===== src/hw/rtl/rmq_pkg.sv =====
// Shared types for the rotation matrix to quaternion core.
// No dependencies; imported by the rmq cells, the core and the testbench.
`timescale 1ns / 1ps
package rmq_pkg;

  // Component taken as largest.
  typedef enum logic [1:0] {
    LG_X = 2'd0,
    LG_Y = 2'd1,
    LG_Z = 2'd2,
    LG_W = 2'd3
  } largest_t;

  // Per-word sideband that rides along the cell chains.
  typedef struct packed {
    logic       bad;
    largest_t   lg;
    logic [3:0] neg;
  } side_t;

endpackage


===== src/hw/rtl/rmq_div_cell.sv =====
// One restoring-division cell, four lanes sharing one divisor.
// Numerator bits shift out the top while quotient bits shift in below.
// Depends on rmq_pkg.
`timescale 1ns / 1ps
module rmq_div_cell #(
  parameter int GW = 16,
  parameter int NW = 34
) (
  input  logic                  clk,
  input  logic                  rst_n,
  input  logic                  en,
  input  logic                  vld_i,
  input  rmq_pkg::side_t        side_i,
  input  logic [GW:0]           den_i,
  input  logic [3:0][GW:0]      rem_i,
  input  logic [3:0][NW-1:0]    nq_i,
  output logic                  vld_o,
  output rmq_pkg::side_t        side_o,
  output logic [GW:0]           den_o,
  output logic [3:0][GW:0]      rem_o,
  output logic [3:0][NW-1:0]    nq_o
);
  import rmq_pkg::*;

  logic               vld_r;
  side_t              side_r;
  logic [GW:0]        den_r;
  logic [3:0][GW:0]   rem_r, rem_nxt;
  logic [3:0][NW-1:0] nq_r, nq_nxt;
  logic [GW+1:0]      cur  [4];
  logic [GW+1:0]      diff [4];
  logic [3:0]         ge;

  always_comb begin
    for (int k = 0; k < 4; k++) begin
      cur[k]     = {rem_i[k], nq_i[k][NW-1]};
      diff[k]    = cur[k] - {1'b0, den_i};
      ge[k]      = (cur[k] >= {1'b0, den_i});
      rem_nxt[k] = ge[k] ? diff[k][GW:0] : cur[k][GW:0];
      nq_nxt[k]  = {nq_i[k][NW-2:0], ge[k]};
    end
  end

  always_ff @(posedge clk) begin
    if (!rst_n) begin
      vld_r <= 1'b0;
    end else if (en) begin
      vld_r <= vld_i;
    end
  end

  always_ff @(posedge clk) begin
    if (en) begin
      side_r <= side_i;
      den_r  <= den_i;
      rem_r  <= rem_nxt;
      nq_r   <= nq_nxt;
    end
  end

  assign vld_o  = vld_r;
  assign side_o = side_r;
  assign den_o  = den_r;
  assign rem_o  = rem_r;
  assign nq_o   = nq_r;

endmodule


===== config.mk =====
export PLATFORM = sky130hd
export DESIGN_NAME = rmq_div_cell
export DESIGN_NICKNAME = d
export VERILOG_FILES = /design/src/hw/rtl/rmq_pkg.sv /design/src/hw/rtl/rmq_div_cell.sv
export SDC_FILE = /design/constraint.sdc
export NUM_CORES = 1
export LEC_CHECK = 0
export BUFFER_PORTS_ARGS = -buffer_cell sky130_fd_sc_hd__buf_4
export CORE_AREA = 2 2 180 182
export CTS_CLUSTER_DIAMETER = 100
export CTS_CLUSTER_SIZE = 10
export DETAILED_ROUTE_END_ITERATION = 8
export DIE_AREA = 0 0 182 184
export GPL_ROUTABILITY_DRIVEN = 0
export RECOVER_POWER = 50
export SETUP_SLACK_MARGIN = 0.05
export SYNTH_ARGS = -nofsm -noshare
export SYNTH_HDL_FRONTEND = slang
export SYNTH_SLANG_ARGS = --single-unit

===== constraint.sdc =====
create_clock -name clk -period 7.25 [get_ports clk]
set_input_delay 1.0875 -clock clk [delete_from_list [all_inputs] [get_ports clk]]
set_output_delay 1.0875 -clock clk [all_outputs]
set_load 0.02 [all_outputs]

[Yosys cells after proc, flatten, opt, wreduce, memory -nomap -nowiden]
Index checks and enable logic that the tools add are counted.
Storage, ports and cells
  memories kept: 0
  bits in registers: 229
  bits in writable memories: 0
  bits in read-only memories: 0
  bits of input ports: 232
  bits in latches: 0
  logic and storage cells: 25
Operators by class
  $lt $le $gt $ge: 4
  muxes and demuxes: 4
  multipliers: 0
  $add $sub $neg: 4
  eq/ne operators: 0
  shift operators: 0
  reduce and logical (&&, ||, !) cells: 0
  div/mod/pow operators: 0
  bitwise operators: 0
Operator list (number)
  >= comparator 18 x 17 -> 1 bit: 4
  two-way mux 17 bit: 4
  subtractor 17 bit: 4

[Logic depth before layout (Yosys ltp)]
Gate-level depths: netlist of run 1.
  depth after elaboration: 2
  depth in mapped cells: 13
  depth with buffers taken out: 11

[Worst setup path after synthesis of run 1]
No wires, ideal clock.
  path kind: input port to flip-flop
  start: input port den_i[1]
  end: register rem_r, in the netlist rem_o[26], data pin
  arrival time: 3.525 ns
  stages on the path: 11
  data required time: 6.990 ns
  path buffers: 2
  setup slack: 3.465 ns
  cell sequence: inv_1 > fa_1 > a21oi_2 > nor2_2 > nor2_4 > a211oi_1 > or4_4 > a211o_1 > buf_6 > buf_12 > mux2_4
RTL lines
  start, declared: RTL line rmq_div_cell.sv:14  | input logic [GW:0] den_i,
  end signal, assigned: RTL line rmq_div_cell.sv:56  | rem_r <= rem_nxt;
  end, declared: RTL line rmq_div_cell.sv:28  | logic [3:0][GW:0] rem_r, rem_nxt;

==> results of run 1 <==
-- metal layers --
metal	GRT usage (%)	part of all wire [%]	vias to the layer above
li1	-	-	4128
met3	8.518	9.7	56
met2	36.38	47	368
met5	0	0.099	-
met4	6.032	2.6	6
met1	26.51	40	4155
-- where the power goes --
group / internal (W) / switching [W] / leakage [nW]
Combinational: 0.000383 / 0.000541 / 3.78
Clock: 0.000671 / 0.000511 / 0.346
Sequential: 0.00163 / 0.0000389 / 2.24
-- cells in the mapped netlist, types with 8 or more instances --
cell type	n	share of area (%)
a31oi_1	8	0.45
nand3_1	9	0.41
edfxtp_1	228	62
xor2_1	20	1.6
a211oi_1	14	0.95
nand2_1	45	1.5
o21ai_0	54	2.4
xnor2_1	30	2.4
inv_1	36	1.2
clkbuf_1	17	0.58
mux2_2	19	1.9
a21oi_1	74	3.3
nor2_1	65	2.2
ha_1	68	7.7
o21bai_1	8	0.54
a21o_1	19	1.3
nor3_1	8	0.36
o21a_1	10	0.68
nand4_1	13	0.73
-- final cells by class --
cell class	count	area (sq um)	area share, %
Clock buffer	38	716.9	4.666
Multi-Input combinational cell	551	3968	25.82
Antenna cell	1	2.502	0.01629
Sequential cell	229	6867	44.69
Inverter	36	135.1	0.8795
Tap cell	402	503.0	3.274
Timing Repair Buffer	463	3173	20.65
-- cells by family (layout without fill, tap and decap cells) --
| family | Yosys count | in the layout | synth area share (%) |
|---|---|---|---|
| AOI/OAI and AO/OA | 229 | 229 | 13.03 |
| DFF | 229 | 229 | 61.89 |
| and+or+nand+nor | 169 | 169 | 7.004 |
| adders and majority gates | 72 | 72 | 8.391 |
| buffers and inverters | 60 | 537 | 2.413 |
| xor gates and xnor gates | 50 | 50 | 3.947 |
| muxes | 31 | 31 | 3.327 |
| other | 0 | 1 | 0 |
-- state kept, by name (all words and copies together), names as in the netlist --
register  flops
rem_o        68
den_o        17
vld_o         1
side_o        7
nq_o        136
-- final timing paths --
kind | start | endpoint | slack [ns] | cells after the start
setup / recovery | en | vld_o | 2.62 | 4
hold / removal | vld_o | vld_o | 0.53 | 2
setup reg to reg | vld_o | vld_o | 6.64 | 2
hold reg to reg | vld_o | vld_o | 0.53 | 2
-- metrics by stage --
step                utilization, %  worst slack (ns)  instance area (sq um)
floorplan                        -             3.465                  11090
global placement             47.68             2.952                  14970
detailed placement           47.68             2.895                  14970
CTS                          49.96             3.474                  15690
global route                 48.94             2.232                  15360
finish                       48.94             2.620                  15360
-- worst min-delay path: cells and delay by family, from the launching register on --
family / cells / cell delay, ns
flip-flops: 1 / 0.32
multiplexers: 1 / 0.07
AND/OR/NAND/NOR: 1 / 0.11
==> reports/results.tsv, run 1 <==
stage	metric	value	unit
run_status	status	complete, but fails checks	
run_status	failing checks	max-capacitance violations, max-slew violations	
floorplanning	Initial Utilization	35.34	%
critical_path	crit end category	flop	
pwr	Overall Power	0.003773	W
cells_and_area	Layout Cells excl Fill	1720	
floorplanning	row count	65	
routing	First-pass DRT Iterations	5	
sta	fmax	216.0	MHz
logic_synthesis	Synth Net Count	1144	
placement	Buffers on Ports	460	
sta	Worst Max-Slew Pin Slew	4.114	ns
clocking	cts hold-fix bufs	0	
sta	Fin. Hold Viols	0	
routing	# DRC	0	
logic_synthesis	syn avg cell area	13.21	sq um
routing	final WL	38510	um
critical_path	Buf/Inv on CP	2	
critical_path	critical path's largest stage delay	2.78	ns
clocking	clock-pin slew on the worst setup and hold paths	0.05	ns
clocking	# H-tree levels	1	
cells_and_area	most common cell after layout, fill and taps aside	buf_4	
cells_and_area	layout cells sized above 1	33.94	%
sta	min cycle time layout	4.630	ns
placement	dpl hpwl	29710	um
floorplanning	die area	33490	sq um
critical_path	delay-heaviest family, CP	buffers and inverters	
clocking	clock sink total	229	
routing	Vias/cell	5.066	
logic_synthesis	ys flop type	edfxtp_1	
cells_and_area	fillers	2860	
sta	Final Skew	0	ns
cells_and_area	Layout area overhead	38.49	%
sta	Final period util	63.87	%
critical_path	Critical Path RT	7.66	ns
sta	Setup-failing EPs final	0	
routing	DR iter-0 viols	612	
routing	vias	8713	
logic_synthesis	flops & latches, synth	229	
floorplanning	Die X	182	um
logic_synthesis	Distinct cells, synth	61	
worst_hold_path	Hold/Removal Path Class	reg -> reg	
clocking	TritonCTS clock tree	yes	
logic_synthesis	EDFF count, synth	228	
grt	GR Overflow Total	0	
grt	first-pass GRT wire length	53990	um
critical_path	crit-path max FO	155	
clocking	worst skew pair latency	0.52	ns
pwr	leakage	6.364	nW
sta	hold slack	0.5336	ns
logic_synthesis	register area share after synthesis	61.89	%
grt	initial antenna violation count	3	
cells_and_area	most frequent cells in the layout	buf_4 (230), edfxtp_1 (228), clkbuf_4 (148), clkbuf_1 (95), a21oi_1 (73)	
sta	setup_tns	0	ns
pwr	Peak VDD IR	0.1537	mV
grt	Tot GR Track Use	21.88	%
flow_run	max cap viols	1	
routing	post-route ant nets	0	
critical_path	crit path DAT	5.04	ns
floorplanning	I/O pins	461	
cells_and_area	Nets	1611	
clocking	Post CTS Setup Buffer Count	0	
critical_path	crit path max-delay cell type	clkbuf_1	
logic_synthesis	ys async rst share	0	%
sta	unrepaired setup endpoints after global routing	false	
logic_synthesis	cells after synthesis	840	
logic_synthesis	Yosys warning count	0	
clocking	TritonCTS buffer count	26	
placement	dpl cells	1681	
clocking	Bufs on Longest Clock Path	3	
routing	Routed wire per std cell	22.39	um
critical_path	Critical Path Source Type	input port	
grt	pin count of the biggest net entering global routing	156	
clocking	post-cts sizing count	0	
critical_path	worst-path cell chain	clkbuf_1 -> buf_12 -> mux2i_1 -> nor2b_1	
logic_synthesis	Syn Std Cell Area	11090	sq um
floorplanning	Core Box Area	31390	sq um
grt	number of global-route vias before repair	8526	
floorplanning	Die Y-Extent	184	um
critical_path	CP Class	in -> reg	
sta	relative slew slack	-174.3	%
pwr	pwr dens	245.6	nW/um^2
clocking	CTS Root Cell	clkbuf_16	
sta	Final Max Slew Viols	75	
No activity file was read; power rests on OpenSTA's default activity.
==> run 2: changes to the inputs <==
==> constraint.sdc (replaced) <==
create_clock -name clk -period 4.25 [get_ports clk]
set_input_delay 0.6375 -clock clk [delete_from_list [all_inputs] [get_ports clk]]
set_output_delay 0.6375 -clock clk [all_outputs]
set_load 0.02 [all_outputs]
==> reports/results.tsv, run 2 (synthesis results as in run 1) <==
stage	metric	value	unit	change
sta	Final period util	86.10	%	
pwr	clock power share	30.7	%	-0.6 points
clocking	TritonCTS clock tree	yes		
critical_path	crit-path max FO	17		-89%
sta	unrepaired setup endpoints after global routing	false		
critical_path	delay-heaviest family, CP	compound AO/OA/AOI/OAI gates		
pwr	Overall Power	0.006476	W	+72%
clocking	clock sink total	229		unchanged
clocking	worst skew pair latency	0.52	ns	about the same
routing	final WL	38680	um	+0.43%
placement	dpl hpwl	30000	um	+0.97%
sta	Worst Max-Slew Pin Slew	2.675	ns	-1.439 ns
cells_and_area	fillers	2777		-2.9%
critical_path	crit path DAT	3.93	ns	-1.11 ns
sta	Final Skew	0	ns	unchanged
critical_path	CP Class	in -> reg		
critical_path	critical path's largest stage delay	0.65	ns	-2.13 ns
floorplanning	Core Box Area	31390	sq um	unchanged
clocking	Bufs on Longest Clock Path	3		unchanged
critical_path	Buf/Inv on CP	2		unchanged
pwr	switching power	0.001846	W	+69%
floorplanning	Die X	182	um	unchanged
floorplanning	I/O pins	461		unchanged
critical_path	crit path max-delay cell type	a211o_1		
run_status	status	complete, but fails checks		
flow_run	max cap viols	1		unchanged
cells_and_area	most frequent cells in the layout	buf_4 (309), edfxtp_1 (228), clkbuf_4 (145), a21oi_1 (73), ha_1 (68)		
routing	Routed wire per std cell	22.43	um	+0.20%
routing	DR iter-0 viols	490		-20%
pwr	Peak VDD IR	0.2499	mV	+63%
sta	relative slew slack	-78.31	%	+96 points
clocking	TritonCTS buffer count	26		unchanged
routing	post-route ant nets	0		unchanged
pwr	register share of total power	44.0	%	-0.2 points
floorplanning	row count	65		unchanged
floorplanning	Die Y-Extent	184	um	unchanged
cells_and_area	Layout area overhead	41.07	%	
cells_and_area	n_diodes	0		-1
cells_and_area	most common cell after layout, fill and taps aside	buf_4		
sta	final worst slack	0.5906	ns	-2.029 ns
pwr	leakage	6.642	nW	+4.4%
routing	First-pass DRT Iterations	5		unchanged
sta	setup_tns	0	ns	unchanged
sta	Fin. Hold Viols	0		unchanged
grt	GR Overflow Total	0		unchanged
routing	vias	8728		+0.17%
critical_path	Critical Path Source Type	input port		
placement	Place WS	0.3904	ns	-2.504 ns
pwr	Gate power share	25.3	%	+0.8 points
grt	initial antenna violation count	5		+2
clocking	cts hold-fix bufs	0		unchanged
cells_and_area	area of the multi-input gates	3968	sq um	unchanged
pwr	pwr dens	413.8	nW/um^2	+69%
pwr	P_int	0.004631	W	+73%
clocking	CTS Root Cell	clkbuf_16		
placement	dpl cells	1686		+0.30%
placement	Buffers on Ports	460		unchanged
sta	Final Max Slew Viols	100		+33%
critical_path	Critical Path RT	4.52	ns	-3.14 ns
critical_path	crit end category	flop		
clocking	clock-pin slew on the worst setup and hold paths	0.06	ns	about the same
cells_and_area	Nets	1616		+0.31%
routing	# DRC	0		unchanged
critical_path	worst-path cell chain	clkbuf_1 -> ha_1 -> inv_1 -> fa_1 -> a21oi_2 -> nor2_2 -> nor2_4 -> a211oi_1 -> or4_4 -> a211o_1 -> mux2_4		
cells_and_area	layout cells sized above 1	39.56	%	+5.6 points
clocking	# H-tree levels	1		unchanged
worst_hold_path	Hold/Removal Path Class	in -> reg		
floorplanning	die area	33490	sq um	unchanged
grt	first-pass GRT wire length	53990	um	unchanged
cells_and_area	Layout Cells excl Fill	1724		+0.23%
run_status	failing checks	max-capacitance violations, max-slew violations		
sta	min cycle time layout	3.659	ns	
grt	Tot GR Track Use	21.90	%	about the same
clocking	Post CTS Setup Buffer Count	0		unchanged
floorplanning	Initial Utilization	35.34	%	unchanged
grt	number of global-route vias before repair	8542		+0.19%
grt	pin count of the biggest net entering global routing	100		-36%
sta	Setup-failing EPs final	0		unchanged
sta	fmax	273.3	MHz	
cells_and_area	max FFs per register	136		unchanged
cells_and_area	register area	6867	sq um	unchanged
clocking	post-cts sizing count	0		unchanged
routing	Vias/cell	5.063		about the same
pwr	sw frac	28.50	%	-0.43 points
==> run 2: cell types whose count changed in the layout (fill, tap and decap cells not counted) <==
| cell | delta |
|---|---|
| buf_12 | -1 |
| buf_4 | +79 |
| clkbuf_1 | -71 |
| clkbuf_2 | +1 |
| clkbuf_4 | -3 |
| diode_2 | -1 |
==> run 2: cell type report <==
type | count | share of cell area [%]
clock buffers | 38 | 4.581
inverters | 36 | 0.8634
multi-input cells | 551 | 25.35
flip-flops and latches | 229 | 43.87
well taps | 402 | 3.214
repair buffers | 468 | 22.12
==> run 2: path summary, 6_finish.rpt <==
path             start        end  slack, ns  cells after the start
min reg2reg      vld_o      vld_o       0.53                      2
max           den_i[0]  rem_o[30]       0.59                     11
max reg2reg      vld_o      vld_o       3.61                      2
min          nq_i[128]  nq_o[129]       0.30                      1
==> run 2: power by group through the flow <==
| stage | clock, W | sequential, W | combinational (W) |
|---|---|---|---|
| after floorplan | 0 | 0.00318 | 0.000584 |
| after global placement | 0 | 0.00289 | 0.00164 |
| after detailed placement | 0 | 0.00289 | 0.00165 |
| after CTS | 0.00206 | 0.00285 | 0.00166 |
| after global routing | 0.00215 | 0.00287 | 0.00175 |
| final | 0.00199 | 0.00285 | 0.00164 |
==> run 2: per-layer routing <==
metal | vias to the layer above | global-route usage [%] | wire, um
li1 | 4134 | - | -
met1 | 4184 | 26.45 | 15500
met2 | 341 | 36.93 | 18430
met3 | 59 | 8.063 | 3737
met4 | 10 | 5.935 | 958
met5 | - | 0 | 54
==> run 2: metrics by stage <==
step	area [sq um]	hold WS, ns	utilization [%]
CTS	15720	0.2555	50.08
finish	15650	0.3038	49.86
detailed placement	15010	0.5180	47.80
global route	15650	0.2685	49.86
floorplan	11090	0.5893	-
global placement	15010	0.5022	47.80
==> run 3: changes to the inputs <==
--- a/config.mk
+++ b/config.mk
@@ -12,6 +12,7 @@
 export DETAILED_ROUTE_END_ITERATION = 8
 export DIE_AREA = 0 0 182 184
 export GPL_ROUTABILITY_DRIVEN = 0
+export MAX_ROUTING_LAYER = met4
 export RECOVER_POWER = 50
 export SETUP_SLACK_MARGIN = 0.05
 export SYNTH_ARGS = -nofsm -noshare
==> reports/results.tsv, run 3 (synthesis results as in run 1) <==
stage	metric	value	unit	change
floorplanning	die area	33490	sq um	unchanged
sta	Setup-failing EPs final	0		unchanged
grt	GR Overflow Total	0		unchanged
grt	pin count of the biggest net entering global routing	100		unchanged
cells_and_area	fillers	2777		unchanged
routing	Routed wire per std cell	22.40	um	-0.14%
cells_and_area	most common cell after layout, fill and taps aside	buf_4		
cells_and_area	Layout area overhead	41.19	%	about the same
routing	First-pass DRT Iterations	5		unchanged
routing	final WL	38730	um	+0.15%
sta	unrepaired setup endpoints after global routing	false		
cells_and_area	register area	6867	sq um	unchanged
floorplanning	Core Box Area	31390	sq um	unchanged
routing	DR iter-0 viols	566		+16%
clocking	Bufs on Longest Clock Path	3		unchanged
cells_and_area	Layout Cells excl Fill	1729		+0.29%
clocking	TritonCTS clock tree	yes		
sta	Fin. Hold Viols	0		unchanged
placement	dpl cells	1686		unchanged
clocking	TritonCTS buffer count	26		unchanged
sta	min cycle time layout	3.650	ns	-0.009327 ns
routing	Met2 Wirelength	18430	um	about the same
pwr	Peak VDD IR	0.2498	mV	about the same
clocking	post-cts sizing count	0		unchanged
critical_path	Critical Path Source Type	input port		
pwr	leakage	6.642	nW	about the same
run_status	status	complete, but fails checks		
sta	fmax	274.0	MHz	+0.26%
sta	hold slack	0.3035	ns	-0.0003010 ns
grt	initial antenna violation count	5		unchanged
routing	Vias/cell	5.047		-0.31%
critical_path	Critical Path RT	4.52	ns	about the same
floorplanning	Die X	182	um	unchanged
flow_run	max cap viols	1		unchanged
floorplanning	Initial Utilization	35.34	%	unchanged
clocking	worst skew pair latency	0.52	ns	about the same
clocking	CTS Root Cell	clkbuf_16		
critical_path	CP Class	in -> reg		
routing	Metal-1 WL	15620	um	+0.81%
critical_path	delay-heaviest family, CP	compound AO/OA/AOI/OAI gates		
sta	Worst Max-Slew Pin Slew	2.653	ns	-0.02147 ns
grt	Tot GR Track Use	22.57	%	+0.68 points
critical_path	Buf/Inv on CP	2		unchanged
critical_path	critical path's largest stage delay	0.65	ns	about the same
critical_path	crit path max-delay cell type	a211o_1		
placement	dpl hpwl	30000	um	unchanged
sta	Final Skew	0	ns	unchanged
clocking	clock-pin slew on the worst setup and hold paths	0.07	ns	about the same
clocking	cts hold-fix bufs	0		unchanged
grt	first-pass GRT wire length	54000	um	about the same
cells_and_area	layout cells sized above 1	39.56	%	unchanged
cells_and_area	Nets	1616		unchanged
run_status	failing checks	max-capacitance violations, max-slew violations		
clocking	clock sink total	229		unchanged
grt	number of global-route vias before repair	8523		-0.22%
critical_path	crit end category	flop		
routing	vias	8726		-0.023%
critical_path	crit-path max FO	17		unchanged
cells_and_area	area of the multi-input gates	3968	sq um	unchanged
critical_path	worst-path cell chain	clkbuf_1 -> ha_1 -> inv_1 -> fa_1 -> a21oi_2 -> nor2_2 -> nor2_4 -> a211oi_1 -> or4_4 -> a211o_1 -> mux2_4		
sta	relative slew slack	-76.88	%	+1.4 points
cells_and_area	most frequent cells in the layout	buf_4 (309), edfxtp_1 (228), clkbuf_4 (145), a21oi_1 (73), ha_1 (68)		
floorplanning	row count	65		unchanged
placement	Buffers on Ports	460		unchanged
clocking	Post CTS Setup Buffer Count	0		unchanged
cells_and_area	max FFs per register	136		unchanged
routing	DR top layer	met4		
floorplanning	I/O pins	461		unchanged
sta	Final period util	85.88	%	-0.22 points
routing	met3 WL post-DR	3731	um	-0.16%
floorplanning	Die Y-Extent	184	um	unchanged
sta	setup_tns	0	ns	unchanged
critical_path	crit path DAT	3.92	ns	about the same
routing	post-route ant nets	0		unchanged
sta	Final Max Slew Viols	100		unchanged
pwr	pwr dens	413.7	nW/um^2	about the same
clocking	# H-tree levels	1		unchanged
worst_hold_path	Hold/Removal Path Class	in -> reg		
routing	# DRC	0		unchanged
[run 3: final cells by class]
cell class                      count  share of cell area, %
Clock buffer                       38                  4.577
Tap cell                          402                  3.211
Sequential cell                   229                  43.84
Inverter                           36                 0.8627
Multi-Input combinational cell    551                  25.33
Timing Repair Buffer              468                  22.10
Antenna cell                        5                0.07988
[run 3: final timing paths]
kind                to  cells after the start  slack [ns]       from
max          rem_o[32]                     11        0.60   den_i[0]
min          nq_o[129]                      1        0.30  nq_i[128]
max reg2reg      vld_o                      2        3.61      vld_o
min reg2reg      vld_o                      2        0.53      vld_o
[run 3: routing by layer]
layer | up-vias | track usage, %
li1 | 4138 | -
met1 | 4159 | 26.54
met2 | 376 | 36.95
met3 | 53 | 8.003
met4 | 0 | 5.935
met5 | - | -
[run 3: worst register-to-register path: cells and delay by family (launching register included)]
kind | cells | cell delay, ns
DFF | 1 | 0.33
and+or+nand+nor | 1 | 0.18
muxes | 1 | 0.07
[run 3: stage by stage]
| stage | setup slack, ns | area, sq um | util, % | total power [W] |
|---|---|---|---|---|
| final | 0.6000 | 15660 | 49.90 | 0.006480 |
| after global routing | 0.3579 | 15660 | 49.90 | 0.006771 |
| after CTS | 0.9406 | 15720 | 50.08 | 0.006568 |
| after detailed placement | 0.3904 | 15010 | 47.80 | 0.004541 |
| after global placement | 0.4258 | 15010 | 47.80 | 0.004534 |
| after floorplan | 0.9147 | 11090 | - | 0.003766 |
[run 3: report_power, final]
group	total (W)	internal (W)	switching, W
registers	0.00285	0.00278	0.0000737
logic	0.00164	0.000710	0.000926
clock network	0.00199	0.00114	0.000849
total	0.00648	0.00463	0.00185
